**src/rtl/tapa_pkg.sv**
```systemverilog
// ----------------------------------------------------------------------------
// tapa_pkg: shared constants and types for the triangle solver
// Result record, CORDIC arc tangent table (degrees, Q.24), output limits.
// ----------------------------------------------------------------------------
package tapa_pkg;

  localparam int CORDIC_STEPS    = 24;
  localparam int ANGLE_ROOT_BITS = 31;
  localparam int AREA_ROOT_BITS  = 40;
  localparam int NORM_BITS       = 62;

  localparam logic [23:0] ANGLE_FULL = 24'd11796480;
  localparam logic [39:0] AREA_MAX   = 40'hFF_FFFF_FFFF;
  localparam logic [25:0] PERIM_MAX  = 26'h3FF_FFFF;

  // atan(2^-i) in degrees, scaled by 2^24
  localparam int ATAN_TAB [CORDIC_STEPS] = '{
    754974720, 445687602, 235489088, 119537938, 60000934, 30029717,
    15018523, 7509720, 3754917, 1877466, 938734, 469367,
    234684, 117342, 58671, 29335, 14668, 7334,
    3667, 1833, 917, 458, 229, 115
  };

  typedef struct packed {
    logic        valid_res;
    logic [25:0] perimeter;
    logic [23:0] angle_a;
    logic [23:0] angle_b;
    logic [23:0] angle_c;
    logic [39:0] area;
  } res_t;

endpackage

```
**src/rtl/tapa_norm_cell.sv**
```systemverilog
// ----------------------------------------------------------------------------
// tapa_norm_cell: one step of the leading-zero normalizer
// Shifts a pair left by SH when the top SH bits of both are zero.
// ----------------------------------------------------------------------------
module tapa_norm_cell #(
  parameter int W  = 62,
  parameter int SH = 32
) (
  input  logic         clk,
  input  logic         en,
  input  logic [W-1:0] u_in,
  input  logic [W-1:0] v_in,
  output logic [W-1:0] u_out,
  output logic [W-1:0] v_out
);
  import tapa_pkg::*;

  logic top_zero;

  assign top_zero = ~|(u_in[W-1 -: SH] | v_in[W-1 -: SH]);

  always_ff @(posedge clk) begin
    if (en) begin
      u_out <= top_zero ? (u_in << SH) : u_in;
      v_out <= top_zero ? (v_in << SH) : v_in;
    end
  end

endmodule

```
**config.mk**
```make
export PLATFORM = sky130hd
export DESIGN_NAME = tapa_norm_cell
export DESIGN_NICKNAME = d
export VERILOG_FILES = /design/src/rtl/tapa_pkg.sv /design/src/rtl/tapa_norm_cell.sv
export SDC_FILE = /design/constraint.sdc
export NUM_CORES = 1
export LEC_CHECK = 0
export BUFFER_PORTS_ARGS = -buffer_cell sky130_fd_sc_hd__buf_2
export CORE_MARGIN = 3
export CORE_UTILIZATION = 41
export DETAILED_ROUTE_END_ITERATION = 16
export HOLD_SLACK_MARGIN = 0.08
export PLACE_DENSITY = 0.77
export SKIP_CTS_REPAIR_TIMING = 1
export SYNTH_ARGS = -nofsm -noshare
export SYNTH_HDL_FRONTEND = slang
export SYNTH_SLANG_ARGS = --single-unit
```
**constraint.sdc**
```tcl
create_clock -name clk -period 2.16 [get_ports clk]
set_clock_uncertainty 0.2 [all_clocks]
set_input_delay 0.54 -clock clk [delete_from_list [all_inputs] [get_ports clk]]
set_output_delay 0.54 -clock clk [all_outputs]
set_load 0.02 [all_outputs]
```
======== Yosys cells after proc, flatten, opt, wreduce, memory -nomap -nowiden ========
Cells that the tools add are included.
word-level totals
  logic and storage cells ................. 8
  output and inout bits ................... 124
  register bits ........................... 124
  input bits .............................. 126
cells by class
  muxes and demuxes ....................... 2
  reductions and logical operators ........ 1
  bitwise gates (word level) .............. 1
operator list
  kind                 number
  62-bit two-way mux   2
  32-bit OR            1
  32-bit OR reduction  1

======== Depth between registers and ports, before layout ========
Gate-level depths: netlist of the first run.
  word-level depth ........................ 3
  depth in mapped cells ................... 6
  gate-level depth less buffers ........... 4

======== Worst setup path after synthesis of the first run ========
No wires, ideal clock.
  path type ............................... input to register
  start ................................... input port v_in[45]
  end ..................................... register u_out[17] (data pin)
  setup slack ............................. 0.024 ns
  data required time ...................... 1.703 ns
  arrival ................................. 1.679 ns
  library setup time ...................... 0.257 ns
  cell stages on the path ................. 6
  path buffers ............................ 2
  path through ............................ nor4_1 > nand4_1 > nor4_2 > buf_4 > buf_2 > nor2b_1
on the way
  word-level cells in the longest chain between the ends .. 2
RTL lines
  item                  RTL line              source
  start, declared       tapa_norm_cell.sv:12  input logic [W-1:0] v_in,
  32-bit OR             tapa_norm_cell.sv:20  assign top_zero = ~|(u_in[W-1 -: SH] | v_in[W-1 -: SH]);
  32-bit OR reduction   tapa_norm_cell.sv:20
  end signal, assigned  tapa_norm_cell.sv:24  u_out <= top_zero ? (u_in << SH) : u_in;
  end, declared         tapa_norm_cell.sv:13  output logic [W-1:0] u_out,
No other way between the ends.
A chain may end at the register's enable or synchronous reset.

======== Worst setup path in the final report of the first run ========
  start ................................... input port v_in[43]
  end ..................................... register u_out[9] (data pin)
The elaborated chain is that of the path after synthesis.

==> results of run 1 <==
[worst max-delay path by stage]
| stage | start | endpoint | slack, ns | depth (start not counted) |
|---|---|---|---|---|
| after floorplan | v_in[45] | u_out[17]$_SDFFCE_PN0P_ | 0.02 | 6 |
| after detailed placement | v_in[53] | u_out[9]$_SDFFCE_PN0P_ | -0.54 | 8 |
| after CTS | v_in[53] | u_out[9]$_SDFFCE_PN0P_ | -0.11 | 8 |
| after global placement | u_in[54] | u_out[12]$_SDFFCE_PN0P_ | -0.47 | 8 |
| final | v_in[43] | u_out[9]$_SDFFCE_PN0P_ | 0.03 | 8 |
| after global routing | v_in[53] | u_out[9]$_SDFFCE_PN0P_ | -0.03 | 8 |
[power breakdown]
group          internal (mW)  leakage [nW]  switching [mW]  total, mW
Clock                   1.42         0.231           0.898       2.32
Sequential              2.86          1.21          0.0468       2.91
Combinational          0.329          1.97           0.489      0.818
[routing by layer]
layer	vias up	global-route usage [%]	routed length [µm]
li1	1711	-	-
met4	0	9.03	356
met2	180	33.7	6660
met3	26	8.33	1300
met1	1715	22.2	4710
met5	-	0	0
[critical path: cells and delay by family]
| family | cells | cell delay [ns] |
|---|---|---|
| buf+inv | 4 | 0.67 |
| simple gates | 4 | 0.87 |
[registers in the layout, indices dropped and copies added, names as in the netlist]
name / count
u_out: 62
v_out: 62
[cell usage in the layout (no fill, tap or decap), types with 5 or more instances in the layout]
cell type  instances
a21o_1            60
buf_12             5
buf_2            248
buf_4             63
clkbuf_1           6
clkbuf_16         17
edfxtp_1         124
nor2b_1           60
nor4_1             6
nor4_2             5
nor4_4             6
[logic make-up (layout without fill, tap and decap cells)]
kind of cell | count (synthesis) | count (layout)
flops | 124 | 124
simple gates | 81 | 81
compound gates | 60 | 60
buf+inv | 17 | 345
[layout make-up]
cell class,count,share of cell area (%)
clock inverters,6,0.344
clock buffers,23,6.17
multi-input cells,141,14.8
well taps,140,2.41
flip-flops and latches,124,51.3
repair buffers,316,25.0
[per-stage QoR]
step | instances | TNS (ns)
floorplan | 282 | 0
finish | 750 | 0
global placement | 721 | -51.70
global route | 750 | -0.308
detailed placement | 721 | -58.54
CTS | 750 | -7.70
==> qor.yml, run 1 <==
floorplanning:
  ios: 250
  initial_core_util_pct: 43.0
  core-area_mm2: 0.0111
  die_y_um: 114
  std_cell_rows: 38
  die_w_um: 114
  dieArea_mm2: 0.0130
cts:
  clk_pin_slew_ns: 0.05
  clk_root_buffer_cell: "clkbuf_16"
  clock_sinks: 124
  cts_inserted_buffers: 17
  htreeDepth: 4
  cts_max_path_buffers: 2
  cts_tree: "built"
timing:
  hold_violations: 0
  final.min_clock_period_ns: 2.13
  max_freq_mhz: 469
  rsz0062_at_grt: "yes"
  setup-violations-final: 0
  slew_headroom_pct: 74.4
  fin_hold_ws_ns: 0.138
  worst_slack_ns: 0.0281
  drv_slew: 0
  timing.final.crit_share_pct: 98.7
  worst_pin_slew_ns: 0.380
layout:
  finalNetCount: 726
  area_growth_pct: 51.9
  final_util_pct: 65.3
  seqCellArea_mm2: 0.00372
  drive_above_1_share_pct: 56.7
  n_antenna_cell: 0
  fin_area_mm2: 0.00726
  multiInputGateArea_mm2: 0.00108
  num-fill-cells: 845
synth:
  synth-adder-area-share_pct: 0
  ys_types: 9
  synth-edff-count: 124
  synth_top_cell_area_share_pct: 77.9
  ys_seq_area_share_pct: 77.9
  synthTopCellsByArea: "edfxtp_1, a21o_1, nor2b_1"
  synth_top_family_by_area: "simple AND/OR/NAND/NOR gates"
  synth_common_cells: "edfxtp_1, a21o_1, nor2b_1, nor4_1, buf_4"
  synthMuxAreaShare_pct: 0
  synthSimpleGateAreaFrac_pct: 10.7
  post-synth-top-count-cell: "edfxtp_1"
  avgSynthCellArea_um2: 17.0
  synthArstFlopShare_pct: 0
  synthXorXnorAreaFrac_pct: 0
  synth_nets: 408
  synth_area_leader_cell: "edfxtp_1"
  syn_inst: 282
  synth_compound_area_share_pct: 9.42
  synth_flop_cell: "edfxtp_1"
  ys_warn_count: 0
  yosys_register_bits: 124
  syn_area_mm2: 0.00478
route:
  drtIter0Drc: 229
  ant_nets: 0
  vias: 3632
  wl_per_cell_um: 17.4
  wl_um: 13000
  drc_errors: 0
  viasPerCell: 4.84
  firstDrtPassIters: 5
global_routing:
  grt_pass1_vias: 3808
  grt_max_degree: 44
  grt_usage_pct: 20.0
  grt_pass1_wl_um: 19600
  grt_overflow: 0
  antenna_found_initial: 0
placement:
  hpwlAfterDp_um: 9920
  port_buffers: 249
  place.gp.congestion: 0.841
  pre_cts_ws_ns: -0.538
  post_dp_cell_area_mm2: 0.00669
setup_path:
  crit_required_ns: 2.11
  crit_path_end_kind: "register"
  slowest_stage: "nor4_2"
  crit_top_cell: "buf_4"
  crit_type: "input port to register"
  crit_fanout: 11
  cp-start-kind: "input port"
  crit_arrival_ns: 2.08
  critPathMaxStageDelay_ns: 0.35
  path_cells: "buf_2, nor4_2, buf_4, nand4_1, nor4_4, buf_4, buf_4, nor2b_1"
flow_run:
  cap_viol_max_count: 0
power:
  irDropWorstVdd_mv: 0.582
  power_density_mw_per_mm2: 832
  p_leak_nw: 3.41
  p_total_mw: 6.05
hold_path:
  holdCritStartpoint: "v_in[31]"
  hold-path-cell-count: 1
  hold_path.class: "input port to register"
  whs_endpoint: "v_out[31]$_SDFFCE_PN0P_"
status:
  status: "finished clean"
Note: power is estimated with default switching activity, not from simulation.
==> run 2: changes to the inputs <==
--- a/config.mk
+++ b/config.mk
@@ -6,6 +6,7 @@
 export NUM_CORES = 1
 export LEC_CHECK = 0
 export BUFFER_PORTS_ARGS = -buffer_cell sky130_fd_sc_hd__buf_2
+export CORE_ASPECT_RATIO = 2
 export CORE_MARGIN = 3
 export CORE_UTILIZATION = 41
 export DETAILED_ROUTE_END_ITERATION = 16
==> constraint.sdc (replaced) <==
create_clock -name clk -period 2.16 [get_ports clk]
set_clock_uncertainty 0.2 [all_clocks]
set_input_delay 0.432 -clock clk [delete_from_list [all_inputs] [get_ports clk]]
set_output_delay 0.432 -clock clk [all_outputs]
set_load 0.02 [all_outputs]
==> qor.yml, run 2 (synthesis gave the netlist of run 1 again) <==
status:
  status: "finished clean"  # unchanged
setup_path:
  crit_fanout: 25  # was 11
  crit_end: "v_out[24]$_SDFFCE_PN0P_"  # was u_out[9]$_SDFFCE_PN0P_
  path_depth: 8  # unchanged
  crit_start: "v_in[59]"  # was v_in[43]
  crit_type: "input port to register"  # unchanged
  cp-start-kind: "input port"  # unchanged
  crit_buf_inv: 4  # unchanged
  critPathTopFamily: "simple AND/OR/NAND/NOR gates"  # unchanged
  slowest_stage: "nor4_4"  # was nor4_2
  crit_required_ns: 2.11  # about the same
  crit_top_cell: "nor4_4"  # was buf_4
  path_cells: "buf_2, nor4_4, nand4_1, buf_4, nor4_4, buf_6, buf_12, nor2b_1"  # was buf_2, nor4_2, buf_4, nand4_1, nor4_4, buf_4, buf_4, nor2b_1
  crit_path_end_kind: "register"  # unchanged
  critPathMaxStageDelay_ns: 0.36  # was 0.35 ns
  crit_arrival_ns: 2.03  # was 2.08 ns
timing:
  final.min_clock_period_ns: 2.08  # was 2.13 ns
  drv_slew: 0  # unchanged
  slew_headroom_pct: 70.9  # was 74.4%
  timing.final.crit_share_pct: 96.3  # was 98.7%
  worst_pin_slew_ns: 0.436  # was 0.380 ns
  worst_slack_ns: 0.0805  # was 0.0281 ns
  max_freq_mhz: 481  # was 469 MHz
  rsz0062_at_grt: "yes"  # unchanged
  hold_violations: 0  # unchanged
  setup-violations-final: 0  # unchanged
power:
  clockPowerShare_pct: 42.9  # was 38.3%
  intPower_mw: 4.99  # was 4.61 mW
  p_leak_nw: 3.41  # about the same
  irDropWorstVdd_mv: 0.636  # was 0.582 mV
  combPwrFrac_pct: 12.5  # was 13.5%
  pwr-share-seq_pct: 44.7  # was 48.1%
  switching_share_pct: 23.3  # was 23.7%
  netSwitchingPower_mw: 1.52  # was 1.43 mW
  power_density_mw_per_mm2: 890  # was 832 mW/mm²
route:
  viasPerCell: 4.80  # was 4.84
  vias: 3587  # was 3632
  firstDrtPassIters: 4  # was 5
  drtIter0Drc: 165  # was 229
  wl_per_cell_um: 17.9  # was 17.4 µm
  drc_errors: 0  # unchanged
  ant_nets: 0  # unchanged
  wl_um: 13400  # was 13000 µm
floorplanning:
  die_y_um: 159  # was 114 µm
  dieArea_mm2: 0.0131  # was 0.0130 mm²
  initial_core_util_pct: 42.1  # was 43.0%
  ios: 250  # unchanged
  core-area_mm2: 0.0114  # was 0.0111 mm²
  std_cell_rows: 55  # was 38
  die_w_um: 82.4  # was 114 µm
cts:
  clk_pin_slew_ns: 0.05  # about the same
  clk_root_buffer_cell: "clkbuf_16"  # unchanged
  cts_max_path_buffers: 2  # unchanged
  htreeDepth: 4  # unchanged
  cts_tree: "built"  # unchanged
  clock_sinks: 124  # unchanged
  cts_inserted_buffers: 17  # unchanged
global_routing:
  grt_pass1_wl_um: 19600  # about the same
  grt_overflow: 0  # unchanged
  grt_usage_pct: 20.8  # was 20.0%
  grt_max_degree: 39  # was 44
  antenna_found_initial: 0  # unchanged
  grt_pass1_vias: 3851  # was 3808
layout:
  reg_top3: "u_out x62, v_out x62"  # unchanged
  final_cell_mix: "buf_2, edfxtp_1, a21o_1, nor2b_1, buf_4"  # was buf_2, edfxtp_1, buf_4
  multiInputGateArea_mm2: 0.00104  # was 0.00108 mm²
  drive_above_1_share_pct: 56.1  # was 56.7%
  layout_commonest_cell: "buf_2"  # unchanged
  fin_area_mm2: 0.00731  # was 0.00726 mm²
  finalNetCount: 717  # was 726
  seqCellArea_mm2: 0.00372  # unchanged
  num-fill-cells: 856  # was 845
  area_growth_pct: 52.8  # was 51.9%
  final_util_pct: 64.4  # was 65.3%
placement:
  pre_cts_ws_ns: -0.560  # was -0.538 ns
  hpwlAfterDp_um: 10400  # was 9920 µm
  place.gp.congestion: 0.819  # was 0.841
  port_buffers: 249  # unchanged
  post_dp_cell_area_mm2: 0.00660  # was 0.00669 mm²
hold_path:
  hold_path.class: "input port to register"  # unchanged
flow_run:
  cap_viol_max_count: 0  # unchanged
-- run 2: changes by cell type in the layout (fill, tap and decap cells not counted), sizes merged --
cell | previous run | this run
buf | 316 | 303
inv | 0 | 1
diode | 0 | 1
clkinvlp | 0 | 2
clkinv | 6 | 7
clkbuf | 23 | 19
dlygate4sd3 | 0 | 4
bufinv | 0 | 3
-- run 2: final cells by class --
cell class | instances | area share (%)
Clock buffer | 19 | 5.92
Multi-Input combinational cell | 141 | 14.2
Clock inverter | 13 | 2.04
Antenna cell | 1 | 0.0342
Tap cell | 142 | 2.43
Sequential cell | 124 | 51.0
Timing Repair Buffer | 307 | 24.4
-- run 2: metrics by stage --
stage / hold WS [ns] / cells / setup TNS (ns) / power (mW)
after detailed placement: 0.428 / 710 / -55.94 / 3.75
final: 0.0961 / 747 / 0 / 6.50
after global placement: 0.425 / 710 / -48.65 / 3.73
after global routing: 0.0872 / 746 / -0.0173 / 6.73
after CTS: -0.000441 / 742 / -5.68 / 6.55
after floorplan: 0.344 / 282 / 0 / 3.30
-- run 2: per-layer routing --
metal / share of wire (%) / up-vias / GRT usage, %
li1: - / 1694 / -
met1: 33 / 1702 / 19.5
met2: 56 / 160 / 36.9
met3: 7.2 / 31 / 6.98
met4: 3.6 / 0 / 11.8
met5: 0 / - / 0
-- run 2: power groups by stage --
stage	logic (mW)	registers [mW]	clock network [mW]
floorplan	0.0846	3.21	0
global placement	0.783	2.95	0
detailed placement	0.796	2.96	0
CTS	0.800	2.91	2.84
global route	0.864	2.93	2.94
finish	0.810	2.91	2.79
-- run 2: how the worst min path moves through the flow --
stage | endpoint | slack (ns) | from | cells after the start
floorplan | u_out[0]$_SDFFCE_PN0P_ | 0.34 | en | 0
global placement | v_out[31]$_SDFFCE_PN0P_ | 0.43 | v_in[31] | 1
detailed placement | v_out[31]$_SDFFCE_PN0P_ | 0.43 | v_in[31] | 1
CTS | v_out[31]$_SDFFCE_PN0P_ | -0.0004 | v_in[31] | 1
global route | u_out[53]$_DFFE_PP_ | 0.09 | u_in[53] | 2
finish | u_out[49]$_DFFE_PP_ | 0.1 | u_in[49] | 2
==> run 3: changes to the inputs <==
--- a/config.mk
+++ b/config.mk
@@ -6,10 +6,11 @@
 export NUM_CORES = 1
 export LEC_CHECK = 0
 export BUFFER_PORTS_ARGS = -buffer_cell sky130_fd_sc_hd__buf_2
-export CORE_ASPECT_RATIO = 2
+export CORE_ASPECT_RATIO = 1.4
 export CORE_MARGIN = 3
 export CORE_UTILIZATION = 41
 export DETAILED_ROUTE_END_ITERATION = 16
+export GPL_TIMING_DRIVEN = 0
 export HOLD_SLACK_MARGIN = 0.08
 export PLACE_DENSITY = 0.77
 export SKIP_CTS_REPAIR_TIMING = 1
==> qor.yml, run 3 (synthesis gave the netlist of run 1 again) <==
setup_path:
  critPathMaxStageDelay_ns: 0.38  # was 0.36 ns
  path_cells: "buf_2, nor4_1, nand4_1, nor4_4, buf_6, clkbuf_4, nor2b_1"  # was buf_2, nor4_4, nand4_1, buf_4, nor4_4, buf_6, buf_12, nor2b_1
  crit_path_end_kind: "register"  # unchanged
  crit_required_ns: 2.11  # about the same
  crit_fanout: 10  # was 25
  slowest_stage: "nor4_4"  # unchanged
  cp-start-kind: "input port"  # unchanged
  crit_type: "input port to register"  # unchanged
  crit_arrival_ns: 2.04  # was 2.03 ns
global_routing:
  grt_pass1_vias: 3619  # was 3851
  antenna_found_initial: 0  # unchanged
  grt_usage_pct: 20.2  # was 20.8%
  grt_overflow: 0  # unchanged
  grt_max_degree: 72  # was 39
  grt_pass1_wl_um: 19900  # was 19600 µm
status:
  status: "finished clean"  # unchanged
hold_path:
  hold_path.class: "input port to register"  # unchanged
route:
  firstDrtPassIters: 4  # unchanged
  wl_um: 13400  # about the same
  ant_nets: 0  # unchanged
  drc_errors: 0  # unchanged
  wl_per_cell_um: 18.9  # was 17.9 µm
  vias: 3508  # was 3587
  drtIter0Drc: 109  # was 165
  viasPerCell: 4.95  # was 4.80
timing:
  timing.final.crit_share_pct: 97.0  # was 96.3%
  hold_violations: 0  # unchanged
  drv_slew: 0  # unchanged
  slew_headroom_pct: 52.0  # was 70.9%
  rsz0062_at_grt: "no"  # was yes
  worst_pin_slew_ns: 0.720  # was 0.436 ns
  setup_tns_ns: 0  # unchanged
  max_freq_mhz: 477  # was 481 MHz
  final.min_clock_period_ns: 2.10  # was 2.08 ns
  setup-violations-final: 0  # unchanged
floorplanning:
  die_y_um: 134  # was 159 µm
  core-area_mm2: 0.0113  # was 0.0114 mm²
  std_cell_rows: 46  # was 55
  die_w_um: 97.3  # was 82.4 µm
  ios: 250  # unchanged
  initial_core_util_pct: 42.2  # was 42.1%
  dieArea_mm2: 0.0130  # was 0.0131 mm²
cts:
  htreeDepth: 4  # unchanged
  cts_max_path_buffers: 2  # unchanged
  cts_tree: "built"  # unchanged
  clk_root_buffer_cell: "clkbuf_16"  # unchanged
  cts_inserted_buffers: 17  # unchanged
  clock_sinks: 124  # unchanged
  clk_pin_slew_ns: 0.05  # about the same
placement:
  port_buffers: 249  # unchanged
  post_dp_cell_area_mm2: 0.00624  # was 0.00660 mm²
  dpl.cell_count: 676  # was 710
  hpwlAfterDp_um: 10100  # was 10400 µm
  place.gp.congestion: 0.787  # was 0.819
flow_run:
  cap_viol_max_count: 0  # unchanged
layout:
  drive_above_1_share_pct: 54.3  # was 56.1%
  final_util_pct: 61.5  # was 64.4%
  reg_top3: "u_out x62, v_out x62"  # unchanged
  n_antenna_cell: 0  # was 1
  area_growth_pct: 45.7  # was 52.8%
  fin_area_mm2: 0.00697  # was 0.00731 mm²
  final_cell_mix: "buf_2, edfxtp_1, a21o_1, nor2b_1, clkbuf_16"  # was buf_2, edfxtp_1, a21o_1, nor2b_1, buf_4
  layout.cells.non_filler: 708  # was 747
  finalNetCount: 677  # was 717
  layout_commonest_cell: "buf_2"  # unchanged
power:
  p_total_mw: 6.60  # was 6.50 mW
  p_leak_nw: 3.21  # was 3.41 nW
  power_density_mw_per_mm2: 947  # was 890 mW/mm²
  irDropWorstVdd_mv: 0.527  # was 0.636 mV
run 3: where the power goes:
group          internal, mW  switching, mW  total, mW  leakage, nW
Sequential             2.86         0.0435       2.91         1.21
Combinational         0.274          0.471      0.745         1.70
Clock                  1.93           1.02       2.95        0.295
run 3: area by class of cell:
| cell class | instances | area, µm² |
|---|---|---|
| fillers | 900 | 4370 |
| plain buffers | 17 | 111 |
| repair buffers | 250 | 1280 |
| multi-input cells | 141 | 1060 |
| flip-flops and latches | 124 | 3720 |
| clock buffers | 17 | 425 |
| clock inverters | 15 | 195 |
| well taps | 144 | 180 |
run 3: critical path: cells and delay by family:
| kind | cells | cell delay [ns] |
|---|---|---|
| buffers and inverters | 3 | 0.51 |
| AND/OR/NAND/NOR | 4 | 1.08 |
run 3: worst paths after layout:
| path | slack (ns) | end | cells past startpoint | from |
|---|---|---|---|---|
| worst max-delay path | 0.06 | u_out[20]$_SDFFCE_PN0P_ | 7 | v_in[30] |
| worst min-delay path | 0.1 | v_out[53]$_DFFE_PP_ | 2 | v_in[53] |
run 3: per-layer routing:
metal | routed length (µm) | GRT usage (%) | part of all wire, %
met5 | 0 | 0 | 0
met4 | 296 | 8.08 | 2.2
met3 | 1070 | 6.97 | 8.0
met2 | 7240 | 36.2 | 54
met1 | 4800 | 21.9 | 36
run 3: through the flow:
stage / setup slack [ns] / hold WS (ns)
after detailed placement: -0.668 / 0.497
final: 0.0645 / 0.0950
after floorplan: 0.132 / 0.344
after CTS: -0.238 / 0.0737
after global placement: -0.819 / 0.493
after global routing: 0.0124 / 0.0891
