[src/rtl/tapa_pkg.sv]
// ----------------------------------------------------------------------------
// tapa_pkg: shared constants and types for the triangle solver
// Result record, CORDIC arc tangent table (degrees, Q.24), output limits.
// ----------------------------------------------------------------------------
package tapa_pkg;

  localparam int CORDIC_STEPS    = 24;
  localparam int ANGLE_ROOT_BITS = 31;
  localparam int AREA_ROOT_BITS  = 40;
  localparam int NORM_BITS       = 62;

  localparam logic [23:0] ANGLE_FULL = 24'd11796480;
  localparam logic [39:0] AREA_MAX   = 40'hFF_FFFF_FFFF;
  localparam logic [25:0] PERIM_MAX  = 26'h3FF_FFFF;

  // atan(2^-i) in degrees, scaled by 2^24
  localparam int ATAN_TAB [CORDIC_STEPS] = '{
    754974720, 445687602, 235489088, 119537938, 60000934, 30029717,
    15018523, 7509720, 3754917, 1877466, 938734, 469367,
    234684, 117342, 58671, 29335, 14668, 7334,
    3667, 1833, 917, 458, 229, 115
  };

  typedef struct packed {
    logic        valid_res;
    logic [25:0] perimeter;
    logic [23:0] angle_a;
    logic [23:0] angle_b;
    logic [23:0] angle_c;
    logic [39:0] area;
  } res_t;

endpackage

[src/rtl/tapa_cordic_cell.sv]
// ----------------------------------------------------------------------------
// tapa_cordic_cell: one vectoring CORDIC micro-rotation
// Drives y toward zero and accumulates the angle in degrees, Q.24.
// ----------------------------------------------------------------------------
module tapa_cordic_cell #(
  parameter int XW   = 36,
  parameter int ZW   = 34,
  parameter int STEP = 0
) (
  input  logic                 clk,
  input  logic                 en,
  input  logic signed [XW-1:0] x_in,
  input  logic signed [XW-1:0] y_in,
  input  logic signed [ZW-1:0] z_in,
  output logic signed [XW-1:0] x_out,
  output logic signed [XW-1:0] y_out,
  output logic signed [ZW-1:0] z_out
);
  import tapa_pkg::*;

  localparam logic signed [ZW-1:0] ATAN_STEP = ZW'(ATAN_TAB[STEP]);

  logic signed [XW-1:0] dx;
  logic signed [XW-1:0] dy;
  logic                 y_pos;

  assign dx    = y_in >>> STEP;
  assign dy    = x_in >>> STEP;
  assign y_pos = !y_in[XW-1] && (y_in != '0);

  always_ff @(posedge clk) begin
    if (en) begin
      if (y_pos) begin
        x_out <= x_in + dx;
        y_out <= y_in - dy;
        z_out <= z_in + ATAN_STEP;
      end else begin
        x_out <= x_in - dx;
        y_out <= y_in + dy;
        z_out <= z_in - ATAN_STEP;
      end
    end
  end

endmodule

[config.mk]
export PLATFORM = sky130hd
export DESIGN_NAME = tapa_cordic_cell
export DESIGN_NICKNAME = d
export VERILOG_FILES = /design/src/rtl/tapa_pkg.sv /design/src/rtl/tapa_cordic_cell.sv
export SDC_FILE = /design/constraint.sdc
export NUM_CORES = 1
export LEC_CHECK = 0
export ABC_AREA = 0
export BUFFER_PORTS_ARGS = -buffer_cell sky130_fd_sc_hd__buf_2
export CAP_MARGIN = 0
export CORE_ASPECT_RATIO = 1.5
export CORE_MARGIN = 5
export CORE_UTILIZATION = 61
export CTS_BUF_LIST = sky130_fd_sc_hd__clkbuf_8 sky130_fd_sc_hd__clkbuf_16
export DETAILED_ROUTE_END_ITERATION = 8
export GPL_ROUTABILITY_DRIVEN = 0
export PLACE_DENSITY_LB_ADDON = 0.2
export SETUP_SLACK_MARGIN = 0.5
export SLEW_MARGIN = 20
export SYNTH_ARGS = -nofsm -noshare
export SYNTH_HDL_FRONTEND = slang
export SYNTH_SLANG_ARGS = --single-unit
export TNS_END_PERCENT = 100
[constraint.sdc]
create_clock -name clk -period 9.7 [get_ports clk]
set_clock_uncertainty 0.15 [all_clocks]
set_input_delay 2.425 -clock clk [delete_from_list [all_inputs] [get_ports clk]]
set_output_delay 2.425 -clock clk [all_outputs]
set_load 0.02 [all_outputs]
---- Yosys cells after proc, flatten, opt, wreduce, memory -nomap -nowiden ----
Index checks and enable logic that the tools add are counted.
storage, ports and cells
  flip-flop bits (word level) ............. 106
  output and inout port bits .............. 106
  word-level logic and storage cells ...... 14
  input bits .............................. 108
cells by class
  mux-type cells .......................... 3
  add/sub/neg operators ................... 5
  reduce and logical (&&, ||, !) cells .... 3
operators by type and width
  cell                                                                   number
  36-bit two-way mux                                                     2
  36-bit subtractor                                                      2
  36-bit adder                                                           1
  36-bit nonzero test                                                    1
  34-bit by 31-bit adder with 34-bit output, second input constant       1
  34-bit two-way mux                                                     1
  34-bit by 31-bit subtractor with 34-bit output, second input constant  1
  1-bit logical AND                                                      1
  1-bit zero test                                                        1

---- Longest topological paths before layout ----
Gate-level depths: netlist (run 1).
  depth in word-level cells ............... 3
  gate-level depth with buffers ........... 16
  gate-level depth less buffers ........... 14

---- Least setup slack after synthesis (run 1) ----
No wires, ideal clock.
  kind .................................... input-to-reg
  from .................................... input y_in[31]
  to ...................................... register z_out[33] (data pin)
  arrival ................................. 5285 ps
  library setup time ...................... 259 ps
  required time ........................... 9291 ps
  buffers on the path ..................... 2
  setup slack ............................. 4006 ps
  cell stages on the path ................. 16
  cell sequence ........................... nor4_1 > nand4_1 > nor2_1 > a41oi_1 > inv_2 > clkbuf_1 > buf_1 > ha_1 > a21o_1 > a21oi_1 > o21bai_1 > a21oi_1 > o21ai_0 > a21o_1 > a21oi_1 > xnor2_1
between the ends
  word-level cells in the longest chain between the ends .. 3
ends and longest elaborated chain
  element               RTL line                source
  start, declared       tapa_cordic_cell.sv:13  input logic signed [XW-1:0] y_in,
  36-bit nonzero test   tapa_cordic_cell.sv:29  assign y_pos = !y_in[XW-1] && (y_in != '0);
  1-bit logical AND     tapa_cordic_cell.sv:29
  34-bit two-way mux    tapa_cordic_cell.sv:33  if (y_pos) begin
  end signal, assigned  tapa_cordic_cell.sv:36  z_out <= z_in + ATAN_STEP;
  end signal, assigned  tapa_cordic_cell.sv:40  z_out <= z_in - ATAN_STEP;
  end, declared         tapa_cordic_cell.sv:17  output logic signed [ZW-1:0] z_out
Every way passes these cells.
A chain may end at the register's enable or synchronous reset.

---- Worst setup path in the final report (run 1) ----
  from .................................... input y_in[25]
  to ...................................... register z_out[33] (data pin)
Same word-level chain as after synthesis.

==> flow_metrics.env, run 1 <==
export IMPL_post_synth_top_count_cell="a21oi_1"
export IMPL_netlist_top_cells_count="a21oi_1 (128), ha_1 (113), edfxtp_1 (105), inv_1 (101), nor2_1 (91)"
export IMPL_grt_busiest_layer="met2"
export IMPL_use_met2_pct=54.4
export IMPL_async_flop_share_pct=0
export IMPL_drv_cap=0
export IMPL_seq_area_frac_synth_pct=31.3
export IMPL_postCtsSetupBuffers=0
export IMPL_finalMaxSlewViolations=0
export IMPL_synth_top_cell_by_area="edfxtp_1"
export IMPL_tightest_slew_ns=0.980
export IMPL_synth_area_top_cells="edfxtp_1 (31%), ha_1 (14%), a21oi_1 (6.4%)"
export IMPL_worst_ep_arrival_time_ns=6.04
export IMPL_wl_mm=31.2
export IMPL_p_per_area_nw_per_um2=144
export IMPL_cts_root_buffer="clkbuf_16"
export IMPL_fin_nets=1558
export IMPL_rows=57
export IMPL_ant_nets=0
export IMPL_netlist_instances=1162
export IMPL_die_width_um=115
export IMPL_yosysWarnings=0
export IMPL_cp_max_fo=72
export IMPL_portBuffers=213
export IMPL_relSlewSlack_pct=34.7
export IMPL_ys_seq_elements=105
export IMPL_numCtsBuffers=9
export IMPL_crit_start="y_in[25]"
export IMPL_hold_violations=0
export IMPL_die_area_um2=19200
export IMPL_synth_top_area_share_pct=31.3
export IMPL_syn_nets=1387
export IMPL_initial_core_util_pct=62.2
export IMPL_fillers=1330
export IMPL_cts_sinks=105
export IMPL_firstDrtPassIters=8
export IMPL_antenna_found_initial=3
export IMPL_drc=0
export IMPL_setup_viol=0
export IMPL_wl_per_cell_um=20.2
export IMPL_die_height_um=167
export IMPL_ys_dominant_reg_cell="edfxtp_1"
export IMPL_grt_pass1_vias=9675
export IMPL_fin_crit_sh_pct=62.7
export IMPL_hpwl_mm=24.6
export IMPL_synth_edf_count=105
export IMPL_p_total_uw=1660
export IMPL_cp_start_kind="input port"
export IMPL_ctsHoldBuffers=0
export IMPL_endpoint="z_out[33]"
export IMPL_vias_per_cell=6.32
export IMPL_final_area_um2=11500
export IMPL_layout_setup_ws_ns=3.62
export IMPL_postCtsResizedCells=0
export IMPL_place_inst=1528
export IMPL_layout_drive_gt1_share_pct=19.9
export IMPL_coreArea_um2=16200
export IMPL_period_minus_slack_ns=6.08
export IMPL_worstSetupPathType="input port to flip-flop"
export IMPL_end_kind="flip-flop"
export IMPL_path_clk_slew_ns=0.08
export IMPL_p_leak_uw=0.00512
export IMPL_setup_tns_ns=0
export IMPL_vdd_drop_max_mv=0.111
export IMPL_required_ns=9.67
export IMPL_syn_avg_cell_area_um2=8.66
export IMPL_fmax_mhz=165
export IMPL_rsz0062_at_grt="false"
export IMPL_ios=214
export IMPL_place_area_um2=11200
export IMPL_cts_max_level=3
export IMPL_min_path_type="input port to flip-flop"
export IMPL_grt_ovfl_total=0
export IMPL_use_met3_pct=5.99
export IMPL_detail_route_iter0_violations=1088
export IMPL_status="complete, no violations"
export IMPL_cts_tree="yes"
export IMPL_clockBufferDepth=2
export IMPL_final_cells=1547
export IMPL_dpl_worst_slack_ns=3.43
export IMPL_synth_cell_types=80
export IMPL_multiInputGateArea_um2=6290
export IMPL_use_met1_pct=36.0
export IMPL_grt_first_pass_wirelength_mm=48.9
export IMPL_grt_max_degree=79
export IMPL_grt_use_total_pct=31.8
export IMPL_netlist_area_um2=10100
export IMPL_vias=9778
export IMPL_synthToLayoutAreaGrowth_pct=14.4
export IMPL_regArea_um2=3150
[logic make-up (layout without fill, tap and decap cells)]
group           after synthesis  count (layout)  synth area share (%)
compound gates              383             383                  24.6
simple gates                305             305                  14.9
buf+inv                     162             338                  6.35
fa+ha+maj                   117             117                  14.8
flops                       105             105                  31.3
xor+xnor                     78              78                  6.79
mux                          12              12                  1.19
other cells                   0               3                     0
[stage by stage]
step / hold WS, ns / utilization [%]
6_report: 2.08 / 71.1
4_1_cts: 2.08 / 71.1
5_1_grt: 2.07 / 71.1
3_3_place_gp: 2.45 / 69.1
3_5_place_dp: 2.45 / 69.1
2_1_floorplan: 2.37 / -
[layer usage]
| layer | wire length [µm] | part of all wire, % |
|---|---|---|
| met4 | 2180 | 7.0 |
| met3 | 2860 | 9.2 |
| met2 | 15200 | 49 |
| met1 | 11000 | 35 |
| met5 | 0 | 0 |
[report_power, final]
| group | switching (µW) | internal (µW) |
|---|---|---|
| sequential | 16.3 | 589 |
| clock | 201 | 188 |
| combinational | 429 | 232 |
| total | 646 | 1010 |
[flip-flops by register name, summed over array words and instances (netlist names)]
signal and flops:
y_out 36, x_out 35, z_out 34
[worst min-delay path by stage]
stage                end  slack, ns  cells after the start  startpoint
3_5_place_dp    z_out[3]       2.45                      1     z_in[3]
3_3_place_gp   z_out[11]       2.45                      1    z_in[11]
5_1_grt         z_out[3]       2.07                      1     z_in[3]
2_1_floorplan   z_out[0]       2.37                      0     z_in[0]
4_1_cts         z_out[3]       2.08                      1     z_in[3]
6_report        z_out[3]       2.08                      1     z_in[3]
[area by class of cell]
| cell class | count | share of cell area [%] |
|---|---|---|
| Antenna cell | 3 | 0.0652 |
| Clock buffer | 9 | 1.96 |
| Clock inverter | 7 | 0.772 |
| Inverter | 106 | 3.46 |
| Multi-Input combinational cell | 895 | 54.6 |
| Sequential cell | 105 | 27.4 |
| Tap cell | 206 | 2.24 |
| Timing Repair Buffer | 216 | 9.48 |
[worst max-delay path, cell delays in order]
cell,delay [ns]
buf_2,0.12
nor4_1,0.64
nand4_1,0.16
nor2_1,0.25
a41oi_4,0.30
inv_2,0.14
buf_4,0.67
ha_1,0.41
a21oi_1,0.22
o21ai_0,0.19
a21o_1,0.21
a21oi_1,0.20
xnor2_1,0.09
[cell usage in the layout, fill, tap and decap left out, types with 6 or more instances in the layout]
master	synthesis	routed
o31ai_1	10	10
xor2_1	14	14
ha_1	113	113
xnor2_1	64	64
inv_1	101	101
nand4_1	11	11
clkbuf_16	0	9
a31oi_1	12	12
nand2_1	64	64
o21ai_1	12	12
and2_1	7	7
mux2i_1	12	12
or2_2	6	6
edfxtp_1	105	105
nor2_1	91	91
a21o_1	25	25
o21a_1	10	10
nand3_1	22	22
nand2b_1	13	13
nor4_1	12	12
o21ai_0	76	76
o211ai_1	10	10
or3_1	8	8
nor2b_1	19	19
a21oi_1	128	128
buf_2	13	212
nor3_1	27	27
a211oi_1	20	20
o31a_1	6	6
o21bai_1	21	21
(Power assumes the default switching activity.)
==> run 2: changes to the inputs <==
CORE_UTILIZATION = 57   (was 61)
clock period = 5.7 ns   (was 9.7 ns; I/O delays follow)
==> run 2 against run 1 <==
Net effect: sequential share of layout area barely moved; hold slack got worse by 1.0 ns; largest power group unchanged; utilization fell by 4.7 points; design area barely moved; clock-buffer cell count did not move.
==> flow_metrics.env, run 2 (same netlist as run 1, synthesis figures left out) <==
export IMPL_cts_max_level=3
export IMPL_layout_top_registers="y_out: 36 flops, x_out: 35 flops, z_out: 34 flops"
export IMPL_required_ns=5.66
export IMPL_cp_start_kind="input port"
export IMPL_hold_violations=0
export IMPL_initial_core_util_pct=58.0
export IMPL_drc=0
export IMPL_postCtsSetupBuffers=0
export IMPL_grt_first_pass_wirelength_mm=48.2
export IMPL_ctsHoldBuffers=0
export IMPL_end_kind="flip-flop"
export IMPL_min_path_type="input port to flip-flop"
export IMPL_grt_max_degree=74
export IMPL_grt_use_total_pct=28.7
export IMPL_numCtsBuffers=9
export IMPL_status="complete, no violations"
export IMPL_ant_nets=0
export IMPL_fin_crit_sh_pct=82.5
export IMPL_relSlewSlack_pct=38.8
export IMPL_min_from="z_in[1]"
export IMPL_hold_worst_slack_ns=1.08
export IMPL_tightest_slew_ns=0.909
export IMPL_place_area_um2=11200
export IMPL_postCtsResizedCells=0
export IMPL_die_height_um=173
export IMPL_grt_pass1_vias=9320
export IMPL_setup_tns_ns=0
export IMPL_antenna_found_initial=1
export IMPL_synthToLayoutAreaGrowth_pct=14.5
export IMPL_final_area_um2=11500
export IMPL_ios=214
export IMPL_regMostFlops="y_out"
export IMPL_p_leak_uw=0.00512
export IMPL_fin_nets=1559
export IMPL_hpwl_mm=24.1
export IMPL_fmax_mhz=213
export IMPL_worstSetupPathType="input port to flip-flop"
export IMPL_cp_max_fo=7
export IMPL_worst_ep_arrival_time_ns=4.67
export IMPL_detail_route_iter0_violations=943
export IMPL_grt_ovfl_total=0
export IMPL_cts_tree="yes"
export IMPL_largest_reg_flops=36
export IMPL_mostFrequentLayoutCell="buf_2"
export IMPL_rsz0062_at_grt="false"
export IMPL_path_clk_slew_ns=0.08
export IMPL_wl_mm=30.5
export IMPL_coreArea_um2=17300
export IMPL_layout_common_cells="buf_2 (212), a21oi_1 (128), ha_1 (113), edfxtp_1 (105), inv_1 (101)"
export IMPL_drv_cap=0
export IMPL_finalMaxSlewViolations=0
export IMPL_layout_drive_gt1_share_pct=19.9
export IMPL_die_width_um=118
export IMPL_post_route_util_pct=66.4
export IMPL_die_area_um2=20500
export IMPL_vdd_drop_max_mv=0.155
export IMPL_place_inst=1536
export IMPL_vias=9572
export IMPL_rows=59
export IMPL_wl_per_cell_um=19.6
export IMPL_vias_per_cell=6.16
export IMPL_setup_viol=0
export IMPL_period_minus_slack_ns=4.70
export IMPL_final_cells=1553
export IMPL_cts_root_buffer="clkbuf_16"
export IMPL_clockBufferDepth=2
export IMPL_crit_start="y_in[25]"
export IMPL_p_per_area_nw_per_um2=244
export IMPL_firstDrtPassIters=6
export IMPL_cts_sinks=105
export IMPL_portBuffers=213
[run 2: cell types whose count changed in the layout (fill, tap and decap cells not counted)]
cell	before	now
diode_2	3	1
clkinvlp_4	0	1
buf_4	4	5
inv_6	2	0
inv_8	2	1
clkinv_4	0	2
[run 2: per-layer routing]
metal | up-vias | part of all wire [%] | track usage [%]
li1 | 4523 | - | -
met4 | 0 | 6.1 | 15.5
met1 | 4412 | 37 | 33.0
met3 | 119 | 7.8 | 4.41
met2 | 518 | 49 | 50.6
met5 | - | 0 | 0
[run 2: worst paths after layout]
kind	to	slack (ns)	depth (start not counted)
max	z_out[33]	1.0	15
min	z_out[1]	1.08	1
[run 2: worst max-delay path: stages]
cell and delay [ns]:
buf_2 0.12, nor4_1 0.65, nand4_1 0.17, nor2_1 0.24
a41oi_4 0.22, inv_2 0.21, ha_1 0.25, a21o_1 0.15
a21oi_1 0.22, o21bai_1 0.09, a21oi_1 0.23, o21ai_0 0.20
a21o_1 0.21, a21oi_1 0.18, xnor2_1 0.09
[run 2: stage by stage]
step	power, µW	setup slack (ns)
after floorplan	1800	1.01
after global placement	2130	0.772
after detailed placement	2140	0.740
after CTS	2800	1.09
after global routing	2940	0.855
final	2810	0.996
[run 2: final cells by class]
type	count	area, µm²
multi-input cells	895	6290
fillers	1513	5830
flip-flops and latches	105	3150
repair buffers	217	1100
inverters	106	398
well taps	213	267
clock buffers	9	225
clock inverters	7	85.1
diodes	1	2.50
[run 2: power breakdown]
group | total, µW | internal [µW] | switching, µW | leakage (µW)
clock | 662 | 315 | 346 | 0.000146
sequential | 1030 | 1000 | 24.4 | 0.00103
combinational | 1120 | 395 | 723 | 0.00394
==> run 3: changes to the inputs <==
clock period = 4.9 ns   (was 5.7 ns; I/O delays follow)
==> run 3 against run 2 <==
Net effect: hold slack worse by 0.20 ns; critical path depth down 1; utilization up 0.59 points; total power grew 17%; combinational power is 18% higher; design area grew 0.89%; largest cell class unchanged; highest routed layer unchanged.
==> flow_metrics.env, run 3 (same netlist as run 1, synthesis figures left out) <==
export IMPL_postCtsResizedCells=0
export IMPL_largest_reg_flops=36
export IMPL_cts_max_level=3
export IMPL_layout_top_registers="y_out: 36 flops, x_out: 35 flops, z_out: 34 flops"
export IMPL_finalMaxSlewViolations=0
export IMPL_synthToLayoutAreaGrowth_pct=15.5
export IMPL_cp_buffers_inverters=4
export IMPL_endpoint="z_out[33]"
export IMPL_hpwl_mm=24.5
export IMPL_swShare_pct=39.1
export IMPL_vias=9775
export IMPL_final_area_um2=11600
export IMPL_antenna_found_initial=0
export IMPL_p_clk_share_pct=23.4
export IMPL_dr_wl_met3_mm=2.56
export IMPL_status="complete, no violations"
export IMPL_clockBufferDepth=2
export IMPL_firstDrtPassIters=5
export IMPL_path_clk_slew_ns=0.08
export IMPL_min_path_type="input port to flip-flop"
export IMPL_crit_start="y_in[34]"
export IMPL_grt_use_total_pct=28.7
export IMPL_initial_core_util_pct=58.0
export IMPL_cts_tree="yes"
export IMPL_fmax_mhz=236
export IMPL_vdd_drop_max_mv=0.244
export IMPL_p_sw_uw=1280
export IMPL_path_delay_family="compound AO/OA/AOI/OAI gates"
export IMPL_grt_first_pass_wirelength_mm=48.0
export IMPL_drv_cap=0
export IMPL_detail_route_iter0_violations=821
export IMPL_cp_start_kind="input port"
export IMPL_cp_max_fo=35
export IMPL_required_ns=4.87
export IMPL_worstSetupPathType="input port to flip-flop"
export IMPL_die_area_um2=20500
export IMPL_rsz0062_at_grt="false"
export IMPL_antenna_cells=0
export IMPL_fin_nets=1573
export IMPL_drc=0
export IMPL_coreArea_um2=17300
export IMPL_end_kind="flip-flop"
export IMPL_p_per_area_nw_per_um2=282
export IMPL_pwr_share_comb_pct=40.2
export IMPL_layout_common_cells="buf_2 (212), a21oi_1 (128), ha_1 (113), edfxtp_1 (105), inv_1 (101)"
export IMPL_cts_sinks=105
export IMPL_grt_pass1_vias=9490
export IMPL_fin_crit_sh_pct=86.6
export IMPL_relSlewSlack_pct=41.0
export IMPL_die_width_um=118
export IMPL_worst_path_max_delay_cell="buf_4"
export IMPL_cpPeakStageDelay_ns=0.40
export IMPL_die_height_um=173
export IMPL_layout_drive_gt1_share_pct=20.8
export IMPL_grt_ovfl_total=0
export IMPL_portBuffers=213
export IMPL_mostFrequentLayoutCell="buf_2"
export IMPL_setup_tns_ns=0
export IMPL_route_met2_wl_mm=14.9
export IMPL_regMostFlops="y_out"
export IMPL_p_leak_uw=0.00519
export IMPL_ctsHoldBuffers=0
export IMPL_wl_met1_mm=11.2
export IMPL_wl_per_cell_um=19.8
export IMPL_wl_mm=30.9
export IMPL_ios=214
export IMPL_rows=59
export IMPL_routed_top_layer="met4"
export IMPL_vias_per_cell=6.24
export IMPL_internal_power_uw=2000
export IMPL_crit_chain="buf_2 -> nor4_1 -> buf_4 -> nand4_1 -> nor2_1 -> a41oi_4 -> inv_2 -> buf_4 -> ha_1 -> a21oi_1 -> o21ai_0 -> a21o_1 -> a21oi_1 -> xnor2_1"
export IMPL_hold_violations=0
export IMPL_worst_ep_arrival_time_ns=4.22
export IMPL_postCtsSetupBuffers=0
export IMPL_setup_viol=0
export IMPL_numCtsBuffers=9
export IMPL_cts_root_buffer="clkbuf_16"
export IMPL_ant_nets=0
export IMPL_fillers=1488
export IMPL_place_area_um2=11300
export IMPL_period_minus_slack_ns=4.25
export IMPL_sequentialPowerShare_pct=36.4
export IMPL_tightest_slew_ns=0.886
export IMPL_grt_max_degree=75
export IMPL_critical_path_depth=14
==> run 3: metrics by stage <==
stage	util (%)	setup slack, ns	std cells	hold slack (ns)	power (µW)
floorplan	-	0.543	1162	1.17	2090
global placement	65.2	0.310	1550	1.25	2490
detailed placement	65.2	0.327	1550	1.25	2510
CTS	67.0	0.685	1566	0.871	3270
global route	67.0	0.507	1566	0.867	3430
finish	67.0	0.654	1566	0.878	3280
==> run 3: worst min path at each step <==
stage | startpoint | to | slack [ns] | cells past startpoint
2_1_floorplan | z_in[0] | z_out[0] | 1.17 | 0
3_3_place_gp | z_in[1] | z_out[1] | 1.25 | 1
3_5_place_dp | z_in[3] | z_out[3] | 1.25 | 1
4_1_cts | z_in[3] | z_out[3] | 0.87 | 1
5_1_grt | z_in[18] | z_out[18] | 0.87 | 1
6_report | z_in[12] | z_out[12] | 0.88 | 1
==> run 3: final cells by class <==
cell class	instances	area (µm²)	area share, %
clock inverters	7	85.1	0.732
clock buffers	9	225	1.94
flip-flops and latches	105	3150	27.1
multi-input cells	895	6290	54.1
well taps	213	267	2.29
repair buffers	231	1200	10.4
inverters	106	398	3.42
==> run 3: routing by layer <==
layer | vias up | global-route usage [%]
li1 | 4555 | -
met1 | 4456 | 32.6
met2 | 606 | 49.1
met3 | 158 | 4.74
met4 | 0 | 18.9
met5 | - | 0
==> run 3: power by group through the flow <==
stage	logic, µW	clock network, µW	registers [µW]
CTS	1300	772	1200
global route	1420	805	1210
detailed placement	1290	0	1220
floorplan	699	0	1400
finish	1320	766	1190
global placement	1280	0	1210
